==> src/rtl/rgb_pixel_blend_unit_assert.svh <==
// ---------------------------------------------------------------------------
// rgb_pixel_blend_unit_assert.svh
// Assertion macros used by the pixel blend top module. Build with NO_ASSERTIONS
// defined to compile them out.
// ---------------------------------------------------------------------------
`ifndef RGB_PIXEL_BLEND_UNIT_ASSERT_SVH
`define RGB_PIXEL_BLEND_UNIT_ASSERT_SVH

`ifndef NO_ASSERTIONS

// cond must hold at every clock edge outside reset
`define RPB_ASSERT_ALWAYS(lbl, cond) \
  lbl: assert property (@(posedge clk) disable iff (rst) (cond)) \
    else $error("pixel blend check failed");

// when ante holds, cons must hold at the next clock edge
`define RPB_ASSERT_NEXT(lbl, ante, cons) \
  lbl: assert property (@(posedge clk) disable iff (rst) (ante) |=> (cons)) \
    else $error("pixel blend check failed");

`else

`define RPB_ASSERT_ALWAYS(lbl, cond)
`define RPB_ASSERT_NEXT(lbl, ante, cons)

`endif

`endif

==> src/rtl/rpb_pkg.sv <==
// ---------------------------------------------------------------------------
// rpb_pkg
// Types and constants for the RGB pixel blend unit.
// ---------------------------------------------------------------------------
package rpb_pkg;

  localparam int unsigned CHAN_W = 8;
  localparam int unsigned IDX_W  = 2;

  localparam logic [CHAN_W-1:0] CHAN_MAX = 8'd255;

  // configuration register indexes
  localparam logic [IDX_W-1:0] REG_BLEND_MODE   = 2'd0;
  localparam logic [IDX_W-1:0] REG_GREEN_OFFSET = 2'd1;
  localparam logic [IDX_W-1:0] REG_RED_SCALE    = 2'd2;

  // codes 6 and 7 pass the top pixel through
  typedef enum logic [2:0] {
    MODE_MULTIPLY  = 3'd0,
    MODE_SUBTRACT  = 3'd1,
    MODE_SCREEN    = 3'd2,
    MODE_OVERLAY   = 3'd3,
    MODE_ADD_GREEN = 3'd4,
    MODE_SCALE_RED = 3'd5
  } blend_mode_t;

  typedef struct packed {
    blend_mode_t       mode;
    logic [CHAN_W-1:0] green_offset;
    logic [CHAN_W-1:0] red_scale;
  } cfg_t;

endpackage

==> src/rtl/rpb_lane.sv <==
// ---------------------------------------------------------------------------
// rpb_lane
// One color channel of the two-image blend: multiply, subtract, screen,
// overlay. Stage 1 registers the 8x8 product; stage 2 rounds by 255.
// ---------------------------------------------------------------------------
module rpb_lane
  import rpb_pkg::*;
(
  input  logic              clk,
  input  logic              en,
  input  blend_mode_t       mode,
  input  logic [CHAN_W-1:0] t,
  input  logic [CHAN_W-1:0] b,
  output logic [CHAN_W-1:0] res
);

  logic [CHAN_W-1:0]   x;
  logic [CHAN_W-1:0]   y;
  logic                dbl_next;
  logic                inv_next;

  logic [2*CHAN_W-1:0] prod;
  logic                dbl;
  logic                inv;
  logic                use_sub;
  logic [CHAN_W-1:0]   sub_val;

  // operand select; screen and upper overlay work on the complements
  always_comb begin
    x        = t;
    y        = b;
    dbl_next = 1'b0;
    inv_next = 1'b0;
    case (mode)
      MODE_SCREEN: begin
        x        = ~t;
        y        = ~b;
        inv_next = 1'b1;
      end
      MODE_OVERLAY: begin
        dbl_next = 1'b1;
        if (b[CHAN_W-1]) begin
          x        = ~t;
          y        = ~b;
          inv_next = 1'b1;
        end
      end
      default: begin
      end
    endcase
  end

  always_ff @(posedge clk) begin
    if (en) begin
      prod    <= x * y;
      dbl     <= dbl_next;
      inv     <= inv_next;
      use_sub <= (mode == MODE_SUBTRACT);
      sub_val <= (t > b) ? '0 : (b - t);
    end
  end

  // floor((k*prod + 255) / 510) == floor(m / 255), m = (k*prod + 255) >> 1
  logic [17:0] n;
  logic [16:0] m;
  logic [16:0] msum;
  logic [8:0]  e;
  logic [16:0] e255;
  logic [16:0] r;
  logic [8:0]  d;

  always_comb begin
    n    = (dbl ? {prod, 2'b00} : {1'b0, prod, 1'b0}) + 18'd255;
    m    = n[17:1];
    msum = m + {8'd0, m[16:8]};
    e    = msum[16:8];             // short by at most one
    e255 = {e, 8'd0} - {8'd0, e};
    r    = m - e255;
    if (r >= 17'd510) begin
      d = e + 9'd2;
    end else if (r >= 17'd255) begin
      d = e + 9'd1;
    end else begin
      d = e;
    end
    if (use_sub) begin
      res = sub_val;
    end else if (inv) begin
      res = CHAN_MAX - d[CHAN_W-1:0];
    end else begin
      res = d[CHAN_W-1:0];
    end
  end

endmodule

==> src/rtl/rpb_merge.sv <==
// ---------------------------------------------------------------------------
// rpb_merge
// Combines the lane results with the single-image modes (add green,
// scale red, pass-through) into the final pixel.
// ---------------------------------------------------------------------------
module rpb_merge
  import rpb_pkg::*;
(
  input  logic              clk,
  input  logic              en,
  input  cfg_t              cfg,
  input  logic [CHAN_W-1:0] top_r,
  input  logic [CHAN_W-1:0] top_g,
  input  logic [CHAN_W-1:0] top_b,
  input  logic [CHAN_W-1:0] lane_r,
  input  logic [CHAN_W-1:0] lane_g,
  input  logic [CHAN_W-1:0] lane_b,
  output logic [CHAN_W-1:0] res_r,
  output logic [CHAN_W-1:0] res_g,
  output logic [CHAN_W-1:0] res_b
);

  logic [CHAN_W:0]     gsum;
  logic [2*CHAN_W-1:0] rprod;
  logic [CHAN_W-1:0]   ovr_r_next;
  logic [CHAN_W-1:0]   ovr_g_next;
  logic [CHAN_W-1:0]   ovr_b_next;

  logic                ovr;
  logic [CHAN_W-1:0]   ovr_r;
  logic [CHAN_W-1:0]   ovr_g;
  logic [CHAN_W-1:0]   ovr_b;

  always_comb begin
    gsum       = {1'b0, top_g} + {1'b0, cfg.green_offset};
    rprod      = top_r * cfg.red_scale;
    ovr_r_next = top_r;
    ovr_g_next = top_g;
    ovr_b_next = top_b;
    case (cfg.mode)
      MODE_ADD_GREEN: begin
        ovr_g_next = gsum[CHAN_W] ? CHAN_MAX : gsum[CHAN_W-1:0];
      end
      MODE_SCALE_RED: begin
        ovr_r_next = (|rprod[2*CHAN_W-1:CHAN_W]) ? CHAN_MAX : rprod[CHAN_W-1:0];
        ovr_b_next = '0;
      end
      default: begin
      end
    endcase
  end

  always_ff @(posedge clk) begin
    if (en) begin
      ovr   <= (cfg.mode != MODE_MULTIPLY) && (cfg.mode != MODE_SUBTRACT) &&
               (cfg.mode != MODE_SCREEN) && (cfg.mode != MODE_OVERLAY);
      ovr_r <= ovr_r_next;
      ovr_g <= ovr_g_next;
      ovr_b <= ovr_b_next;
    end
  end

  assign res_r = ovr ? ovr_r : lane_r;
  assign res_g = ovr ? ovr_g : lane_g;
  assign res_b = ovr ? ovr_b : lane_b;

endmodule

==> src/rtl/rgb_pixel_blend_unit.sv <==
// ---------------------------------------------------------------------------
// rgb_pixel_blend_unit
// Blends a top and a bottom RGB pixel per beat in one of six modes:
// multiply, subtract, screen, overlay, add green, scale red.
// ---------------------------------------------------------------------------
//
//   channel  dir  handshake              payload
//   -------  ---  ---------------------  ---------------------------------
//   in       in   in_valid / in_stall    top_red/green/blue, bottom_*
//   out      out  out_valid / out_stall  out_red, out_green, out_blue
//   cfg      in   cfg_write              cfg_index, cfg_data
//
// One beat per clock sustained while out_stall is low. An accepted beat
// reaches out_valid through stage 1, which holds the per-lane 8x8 products,
// and stage 2, which rounds by 255 in each lane while the merge picks the
// final channel values into the output register.
// in_stall rises only when both stages hold a beat and out_stall is high.
// Synchronous reset empties the pipe and loads the register defaults
// (multiply, green offset 0, red scale 1).
//
`include "rgb_pixel_blend_unit_assert.svh"

module rgb_pixel_blend_unit
  import rpb_pkg::*;
(
  input  logic              clk,
  input  logic              rst,

  input  logic              cfg_write,
  input  logic [IDX_W-1:0]  cfg_index,
  input  logic [CHAN_W-1:0] cfg_data,

  input  logic              in_valid,
  output logic              in_stall,
  input  logic [CHAN_W-1:0] top_red,
  input  logic [CHAN_W-1:0] top_green,
  input  logic [CHAN_W-1:0] top_blue,
  input  logic [CHAN_W-1:0] bottom_red,
  input  logic [CHAN_W-1:0] bottom_green,
  input  logic [CHAN_W-1:0] bottom_blue,

  output logic              out_valid,
  input  logic              out_stall,
  output logic [CHAN_W-1:0] out_red,
  output logic [CHAN_W-1:0] out_green,
  output logic [CHAN_W-1:0] out_blue
);

  // ---- configuration registers ----
  cfg_t cfg;

  always_ff @(posedge clk) begin
    if (rst) begin
      cfg.mode         <= MODE_MULTIPLY;
      cfg.green_offset <= '0;
      cfg.red_scale    <= 8'd1;
    end else if (cfg_write) begin
      case (cfg_index)
        REG_BLEND_MODE:   cfg.mode         <= blend_mode_t'(cfg_data[2:0]);
        REG_GREEN_OFFSET: cfg.green_offset <= cfg_data;
        REG_RED_SCALE:    cfg.red_scale    <= cfg_data;
        default: begin
          // index past the register list: ignored
        end
      endcase
    end
  end

  // ---- pipeline control ----
  // out register frees when empty or taken; stage 1 frees when it can
  // move into the out register. Bubbles collapse.
  logic s1_valid;
  logic out_ready;
  logic s1_ready;
  logic in_acc;
  logic s1_move;

  assign out_ready = !out_valid || !out_stall;
  assign s1_ready  = !s1_valid || out_ready;
  assign in_stall  = !s1_ready;
  assign in_acc    = in_valid && s1_ready;
  assign s1_move   = s1_valid && out_ready;

  always_ff @(posedge clk) begin
    if (rst) begin
      s1_valid  <= 1'b0;
      out_valid <= 1'b0;
    end else begin
      if (in_acc) begin
        s1_valid <= 1'b1;
      end else if (s1_move) begin
        s1_valid <= 1'b0;
      end
      if (s1_move) begin
        out_valid <= 1'b1;
      end else if (!out_stall) begin
        out_valid <= 1'b0;
      end
    end
  end

  // ---- lanes: one per color channel ----
  logic [CHAN_W-1:0] lane_r;
  logic [CHAN_W-1:0] lane_g;
  logic [CHAN_W-1:0] lane_b;

  rpb_lane u_lane_r (
    .clk  (clk),
    .en   (in_acc),
    .mode (cfg.mode),
    .t    (top_red),
    .b    (bottom_red),
    .res  (lane_r)
  );

  rpb_lane u_lane_g (
    .clk  (clk),
    .en   (in_acc),
    .mode (cfg.mode),
    .t    (top_green),
    .b    (bottom_green),
    .res  (lane_g)
  );

  rpb_lane u_lane_b (
    .clk  (clk),
    .en   (in_acc),
    .mode (cfg.mode),
    .t    (top_blue),
    .b    (bottom_blue),
    .res  (lane_b)
  );

  // ---- merge: single-image modes override the lane results ----
  logic [CHAN_W-1:0] mrg_r;
  logic [CHAN_W-1:0] mrg_g;
  logic [CHAN_W-1:0] mrg_b;

  rpb_merge u_merge (
    .clk    (clk),
    .en     (in_acc),
    .cfg    (cfg),
    .top_r  (top_red),
    .top_g  (top_green),
    .top_b  (top_blue),
    .lane_r (lane_r),
    .lane_g (lane_g),
    .lane_b (lane_b),
    .res_r  (mrg_r),
    .res_g  (mrg_g),
    .res_b  (mrg_b)
  );

  // ---- output register ----
  always_ff @(posedge clk) begin
    if (s1_move) begin
      out_red   <= mrg_r;
      out_green <= mrg_g;
      out_blue  <= mrg_b;
    end
  end

  // ---- checks ----
  // input backs up only with the whole pipe full and the sink stalled
  `RPB_ASSERT_ALWAYS(a_stall_only_full, !in_stall || (s1_valid && out_valid && out_stall))
  // an accepted beat always lands in stage 1
  `RPB_ASSERT_NEXT(a_accept_fills_s1, in_acc, s1_valid)
  // a stage 1 beat blocked by the output stays put
  `RPB_ASSERT_NEXT(a_s1_holds, s1_valid && !out_ready, s1_valid)
  // a stage 1 beat that moves always shows up at the output
  `RPB_ASSERT_NEXT(a_move_fills_out, s1_move, out_valid)

endmodule
==> config.mk <==
export PLATFORM = sky130hd
export DESIGN_NAME = rgb_pixel_blend_unit
export DESIGN_NICKNAME = d
export VERILOG_FILES = /design/src/rtl/rpb_pkg.sv /design/src/rtl/rpb_lane.sv /design/src/rtl/rpb_merge.sv /design/src/rtl/rgb_pixel_blend_unit.sv
export VERILOG_INCLUDE_DIRS = /design/src /design/src/rtl
export SDC_FILE = /design/constraint.sdc
export NUM_CORES = 1
export LEC_CHECK = 0
export BUFFER_PORTS_ARGS = -buffer_cell sky130_fd_sc_hd__buf_2
export CAP_MARGIN = 20
export CORE_MARGIN = 4
export CORE_UTILIZATION = 55
export CTS_BUF_LIST = sky130_fd_sc_hd__clkbuf_4 sky130_fd_sc_hd__clkbuf_8
export DETAILED_ROUTE_END_ITERATION = 10
export PLACE_DENSITY = 0.71
export REMOVE_ABC_BUFFERS = 1
export SYNTH_ARGS = -nofsm -noshare
export SYNTH_HDL_FRONTEND = slang
export SYNTH_HIERARCHICAL = 1
export SYNTH_SLANG_ARGS = --single-unit
==> constraint.sdc <==
create_clock -name clk -period 11.25 [get_ports clk]
set_clock_uncertainty 0.2 [all_clocks]
set_input_delay 2.25 -clock clk [delete_from_list [all_inputs] [get_ports clk]]
set_output_delay 2.25 -clock clk [all_outputs]
set_load 0.005 [all_outputs]
## Yosys cells after proc, flatten, opt, wreduce, memory -nomap -nowiden

Index checks and enable logic that the tools add are counted.
W data, S select, Z words.

| word-level totals | value |
|---|---|
| bits in registers | 147 |
| latch bits | 0 |
| memory bits (writable) | 0 |
| ROM bits | 0 |
| input bits | 63 |
| output and inout port bits | 26 |
| word-level logic and storage cells | 141 |
| memories | 0 |

| cells by class | value |
|---|---|
| add/sub/neg operators | 25 |
| $mul | 4 |
| divide/modulo/power cells | 0 |
| magnitude comparators | 9 |
| equal/unequal tests | 11 |
| shifts and indexed selects | 0 |
| muxes and demuxes | 45 |
| bitwise logic cells | 6 |
| reductions and logical operators | 18 |

Operators with widths:

| cell | count |
|---|---|
| $mux W8 | 25 |
| $pmux W8 S2 | 6 |
| $mul A8 B8 Y16 | 4 |
| $add A18 B8 Y18 const B | 3 |
| $mux W18 | 3 |
| $add A17 B9 Y17 | 3 |
| $ge A17 B8 Y1 const B | 3 |
| $ge A17 B9 Y1 const B | 3 |
| $sub A17 B17 Y17 | 3 |
| $sub A17 B9 Y17 | 3 |
| $not A8 Y8 | 6 |
| $add A8 B1 Y8 const B | 3 |
| $add A8 B2 Y8 const B | 3 |
| $gt A8 B8 Y1 | 3 |
| $sub A8 B8 Y8 | 3 |
| $sub A8 B8 Y8 const A | 3 |
| $add A8 B8 Y9 | 1 |
| $mux W1 | 8 |
| $reduce_or A8 Y1 | 1 |
| $eq A3 B2 Y1 const B | 2 |
| $eq A3 B3 Y1 const B | 2 |
| $ne A3 B2 Y1 const B | 2 |
| $pmux W1 S2 | 3 |
| $reduce_and A2 Y1 | 3 |
| 11 further kinds | 19 |

## Longest topological paths before layout

| logic depth | value |
|---|---|
| depth in word-level cells | 12 |
| gate-level depth with buffers | 38 |
| depth with buffers taken out | 34 |

## Modules after synthesis

Netlist, hierarchy kept.

By module, submodules not included:

| module | instances | cells each | area each (um2) | sequential area each (um2) |
|---|---|---|---|---|
| rpb_lane (u_lane_b) | 1 | 820 | 6,451.2 | 810.8 |
| rpb_lane (u_lane_r) | 1 | 805 | 6,323.6 | 810.8 |
| rpb_lane (u_lane_g) | 1 | 798 | 6,322.3 | 810.8 |
| rpb_merge | 1 | 388 | 3,731.1 | 750.7 |
| rgb_pixel_blend_unit | 1 | 109 | 1,591.5 | 1,141.1 |

## Worst setup path after synthesis

No wires, ideal clock.

| timing path | value |
|---|---|
| path kind | flip-flop to flip-flop |
| start point | register u_lane_g.dbl |
| end point | register out_green[4] (data pin) |
| setup time | 0.260 ns |
| arrival time | 8.360 ns |
| data required time | 10.790 ns |
| setup slack | 2.430 ns |
| cell stages (with the launch flop) | 34 |
| buffers on the path | 4 |
| period minus slack after synthesis | 8.820 ns |
| path through | edfxtp_1 buf_6 clkbuf_1 buf_1 mux2i_1 ha_1 a21bo_1 nor3_2 a21oi_1 mux2_2 or2_1 clkbuf_1 ha_1 and4_1 a221o_1 a21oi_1 a211oi_2 and3_1 and3_1 xnor2_1 fa_1 inv_1 ha_1 a21o_1 a221oi_1 nor2_1 a21o_1 a311oi_1 nand4b_1 a2111o_1 mux2_4 or3b_1 a31o_1 mux2_2 |

| between the ends | value |
|---|---|
| cells in the longest elaborated chain, start to end | 12 |
| elaborated cells between the ends (all ways) | 15 |
| those cells by class | 7 x add/sub; 2 x order compare; 6 x mux |

Ends and longest elaborated chain:

| element | line | text |
|---|---|---|
| start, declared | rpb_lane.sv:23 | `logic dbl;` |
| start signal, assigned | rpb_lane.sv:56 | `dbl <= dbl_next;` |
| $mux W18 * | rpb_lane.sv:73 | `n = (dbl ? {prod, 2'b00} : {1'b0, prod, 1'b0}) + 18'd255;` |
| $add A18 B8 Y18 * | rpb_lane.sv:73 |  |
| $add A17 B9 Y17 | rpb_lane.sv:75 | `msum = m + {8'd0, m[16:8]};` |
| $sub A17 B9 Y17 | rpb_lane.sv:77 | `e255 = {e, 8'd0} - {8'd0, e};` |
| $sub A17 B17 Y17 | rpb_lane.sv:78 | `r = m - e255;` |
| $ge A17 B8 Y1 | rpb_lane.sv:81 | `end else if (r >= 17'd255) begin` |
| $mux W8 | rpb_lane.sv:81 |  |
| $mux W8 * | rpb_lane.sv:79 | `if (r >= 17'd510) begin` |
| $sub A8 B8 Y8 | rpb_lane.sv:89 | `res = CHAN_MAX - d[CHAN_W-1:0];` |
| $mux W8 * | rpb_lane.sv:88 | `end else if (inv) begin` |
| $mux W8 * | rpb_lane.sv:86 | `if (use_sub) begin` |
| via lane_g[4] | rgb_pixel_blend_unit.sv:104 | `logic [CHAN_W-1:0] lane_g;` |
| $mux W8 * | rpb_merge.sv:64 | `assign res_g = ovr ? ovr_g : lane_g;` |
| via mrg_g[4] | rgb_pixel_blend_unit.sv:136 | `logic [CHAN_W-1:0] mrg_g;` |
| end signal, assigned | rgb_pixel_blend_unit.sv:158 | `out_green <= mrg_g;` |
| end, declared | rgb_pixel_blend_unit.sv:45 | `output logic [CHAN_W-1:0] out_green,` |

The timed path passes the listed nets; every way through them passes the cells marked *.
A chain may end at the register's enable or synchronous reset.

## Worst setup path in the final report

| timing path | value |
|---|---|
| start point | register u_lane_r.dbl |
| end point | register out_red[4] (data pin) |

| between the ends | value |
|---|---|
| cells in the longest elaborated chain, start to end | 12 |
| elaborated cells between the ends (all ways) | 15 |
| those cells by class | 7 x add/sub; 2 x order compare; 6 x mux |

Ends and longest elaborated chain:

| element | line | text |
|---|---|---|
| start, declared | rpb_lane.sv:23 |  |
| start signal, assigned | rpb_lane.sv:56 |  |
| $mux W18 * | rpb_lane.sv:73 |  |
| $add A18 B8 Y18 * | rpb_lane.sv:73 |  |
| $add A17 B9 Y17 | rpb_lane.sv:75 |  |
| $sub A17 B9 Y17 | rpb_lane.sv:77 |  |
| $sub A17 B17 Y17 | rpb_lane.sv:78 |  |
| $ge A17 B8 Y1 | rpb_lane.sv:81 |  |
| $mux W8 | rpb_lane.sv:81 |  |
| $mux W8 * | rpb_lane.sv:79 |  |
| $sub A8 B8 Y8 | rpb_lane.sv:89 |  |
| $mux W8 * | rpb_lane.sv:88 |  |
| $mux W8 * | rpb_lane.sv:86 |  |
| via lane_r[4] | rgb_pixel_blend_unit.sv:103 | `logic [CHAN_W-1:0] lane_r;` |
| $mux W8 * | rpb_merge.sv:63 | `assign res_r = ovr ? ovr_r : lane_r;` |
| via mrg_r[4] | rgb_pixel_blend_unit.sv:135 | `logic [CHAN_W-1:0] mrg_r;` |
| end signal, assigned | rgb_pixel_blend_unit.sv:157 | `out_red <= mrg_r;` |
| end, declared | rgb_pixel_blend_unit.sv:44 | `output logic [CHAN_W-1:0] out_red,` |

Marked as above.

==> run metrics <==
Clk pin slew, worst setup/hold paths 100 ps; crit path DAT 9330 ps; Final nets 3426; P_int 3.74 mW; CP Capture Type register; Final min period 9290 ps; CP top delay family simple AND/OR/NAND/NOR gates; CP required roughly 11000 ps; most frequent cells in the layout inv_1 (359), ha_1 (293), nand2_1 (234); largest net degree at the start of global routing 61; maximum vdd drop 242 uV; Inst Count DP 3482; worst-margin pin slew 1060 ps; synthesized flop and latch total 151; die area roughly 48000 sq um; Pleak 11.8 nW; first-pass GRT wire length 102000 um; Initial Util 56.2%; Avg Synthesized Cell Area 8.36 sq um; worst r2r src u_lane_r/dbl$_DFFE_PP_; relative slew slack 29.1%; clk buf depth 2; Total GRT Usage 25.9%; port buffer count 88; Die Ht 219 um; Max Slew Vio Count 0; post_cts resized 0; Cell Area, Synth 24400 sq um; Seq pwr share ~12%; Crit-path slowest cell edfxtp_1; # Post-CTS Setup Buffers 0; vias in the first global route 20400; status finished, final reports clean; worst-skew pair later-pin latency 480 ps; # DRC 0; Root Buffer clkbuf_8; via/cell ratio 6.00; number of buffers created by CTS 17; crit path from u_lane_r/dbl$_DFFE_PP_; CTS Sinks 151; crit-path most repeated cell ha_1; share of flip-flops with an asynchronous set or reset 0%; Gate Count Post-Synth ~3000; Remaining Overflow, GRT 0; core area between 40000 and 50000 sq um; Cell variety after synth 115; layout cells sized above 1 approximately 8.7%; sequential area share after synthesis roughly 18%; Layout area overhead 5.39%; worst hold path class reg2reg; Antenna Violating Nets Remaining 0; setup TNS 0 ps; Comb power frac 81.6%; endpoints failing setup 0; I/O pin count 89; crit path launch type register; chip width 219 um; commonest non-fill, non-tap cell in the layout inv_1; final WL 62800 um; final count of hold timing violations 0; # rows 76; Worst path max stage delay roughly 880 ps; hold path start cfg[12]$_SDFFE_PP0P_; DR WL/cell 17.8 um; Max Cap Viol 0; via count 21100; ys flop type edfxtp_1; CTS tree done; synth warn 6; number of flops mapped to enable cells by yosys 130; net switching power 4.12 mW; Tcrit/Tclk final 82.5%; RSZ-0062 raised after global routing false; WS Path Type reg2reg; routability congestion estimate between 0.9 and 1; worst path bufs/invs 1; drt initial violations 1787; critical path fanouts, max 23; PwrDens between 300 and 400 nW/um^2; Post-Layout Cell Count 3522; hpwl dp ~49000 um; H-tree depth 4; switching share of power 52.4%; antenna violations before repair 5; hold-fix buffers at CTS 0; clock share of power between 6 and 7%; FMAX 108 MHz; DR pass1 iterations 6
-- cell usage after synthesis, drive strengths merged, types with 9 or more instances --
cell type / instances / area (sq um)
nor3: 67 / 350
a21boi: 19 / 143
or3: 25 / 166
fa: 151 / 3020
a21oi: 176 / 888
nand2b: 52 / 333
or4: 10 / 78.8
nand4: 19 / 146
ha: 293 / 3670
o21a: 14 / 105
nor2: 197 / 739
nor3b: 19 / 153
a211oi: 24 / 218
dfxtp: 21 / 420
nor2b: 43 / 269
a31o: 9 / 78.8
or2: 28 / 175
and2: 76 / 475
mux2: 40 / 454
inv: 363 / 1360
o31ai: 14 / 115
xor2: 39 / 368
mux2i: 53 / 531
xnor2: 124 / 1090
and3: 21 / 131
a31oi: 14 / 87.6
nand3: 88 / 445
o21ai: 203 / 1020
a21o: 57 / 428
nand2: 234 / 878
o311ai: 10 / 113
edfxtp: 130 / 3900
buf: 25 / 126
nor4: 10 / 92.6
o211ai: 22 / 175
clkbuf: 94 / 354
-- power groups by stage --
stage	Clock, mW	Combinational (mW)	Sequential, mW
finish	0.493	6.41	0.958
global route	0.527	7.15	0.974
CTS	0.501	6.32	0.957
detailed placement	0	6.27	0.969
global placement	0	6.07	0.965
floorplan	0	4.92	0.915
-- layer usage --
metal	wire length (um)	share of wire, %	GRT usage [%]	vias up
li1	-	-	-	10200
met1	28100	45	35.5	10200
met2	29300	47	42.5	698
met3	3660	5.8	3.38	104
met4	1680	2.7	8.55	0
met5	0	0	0	-
-- sequential cells by signal, indices dropped and copies added (netlist names), 8 cells and up --
signal and cells:
u_merge/ovr_b 8, u_lane_r/sub_val 8, u_lane_g/sub_val 8, u_lane_r/prod 16, u_merge/ovr_r 8, u_lane_b/prod 16
u_lane_g/prod 16, out_blue 8, cfg 19, u_merge/ovr_g 8, out_green 8, u_lane_b/sub_val 8
out_red 8
-- worst paths after layout --
path / to / slack (ps) / cells after the start
setup reg to reg: out_red[4]$_DFFE_PP_ / 1960 / 31
hold reg to reg: cfg[12]$_SDFFE_PP0P_ / 280 / 2
setup / recovery: out_red[4]$_DFFE_PP_ / 1960 / 31
hold / removal: cfg[12]$_SDFFE_PP0P_ / 280 / 2
-- final cells by class --
type,instances,area [sq um]
Antenna cell,5,12.5
Clock buffer,19,255
Clock inverter,13,205
Fill cell,3873,17700
Inverter,365,1370
Multi-Input combinational cell,2285,18300
Sequential cell,151,4320
Tap cell,585,732
Timing Repair Buffer,99,561
-- cells by family after synthesis --
family                   after synthesis  share of synthesized area, %
AO/OA/AOI/OAI                        664                          17.8
buffers and inverters                484                          7.58
AND/OR/NAND/NOR                      920                          19.4
flip-flops                           151                          17.7
XOR/XNOR                             163                          5.98
multiplexers                          93                          4.03
adder cells (fa/ha/maj)              445                          27.4
-- through the flow --
stage / area (sq um) / util (%) / hold slack [ps] / total power [mW] / setup WS (ps)
6_report: 25700 / 59.2 / 284 / 7.87 / 1960
5_1_grt: 25700 / 59.2 / 317 / 8.65 / 1300
4_1_cts: 25700 / 59.1 / 287 / 7.78 / 1720
3_5_place_dp: 25200 / 58.0 / 273 / 7.24 / 1750
3_3_place_gp: 25200 / 58.0 / 270 / 7.04 / 2000
2_1_floorplan: 23900 / - / 252 / 5.84 / 1320
-- worst register-to-register path, delay by kind of cell (launching register included) --
family / cells / cell delay, ps
adders and majority gates: 4 / 1140
and+or+nand+nor: 12 / 3210
DFF: 1 / 880
AOI/OAI and AO/OA: 10 / 2340
xor gates and xnor gates: 2 / 320
buffers and inverters: 1 / 260
muxes: 2 / 710
No activity file was read; power rests on OpenSTA's default activity.
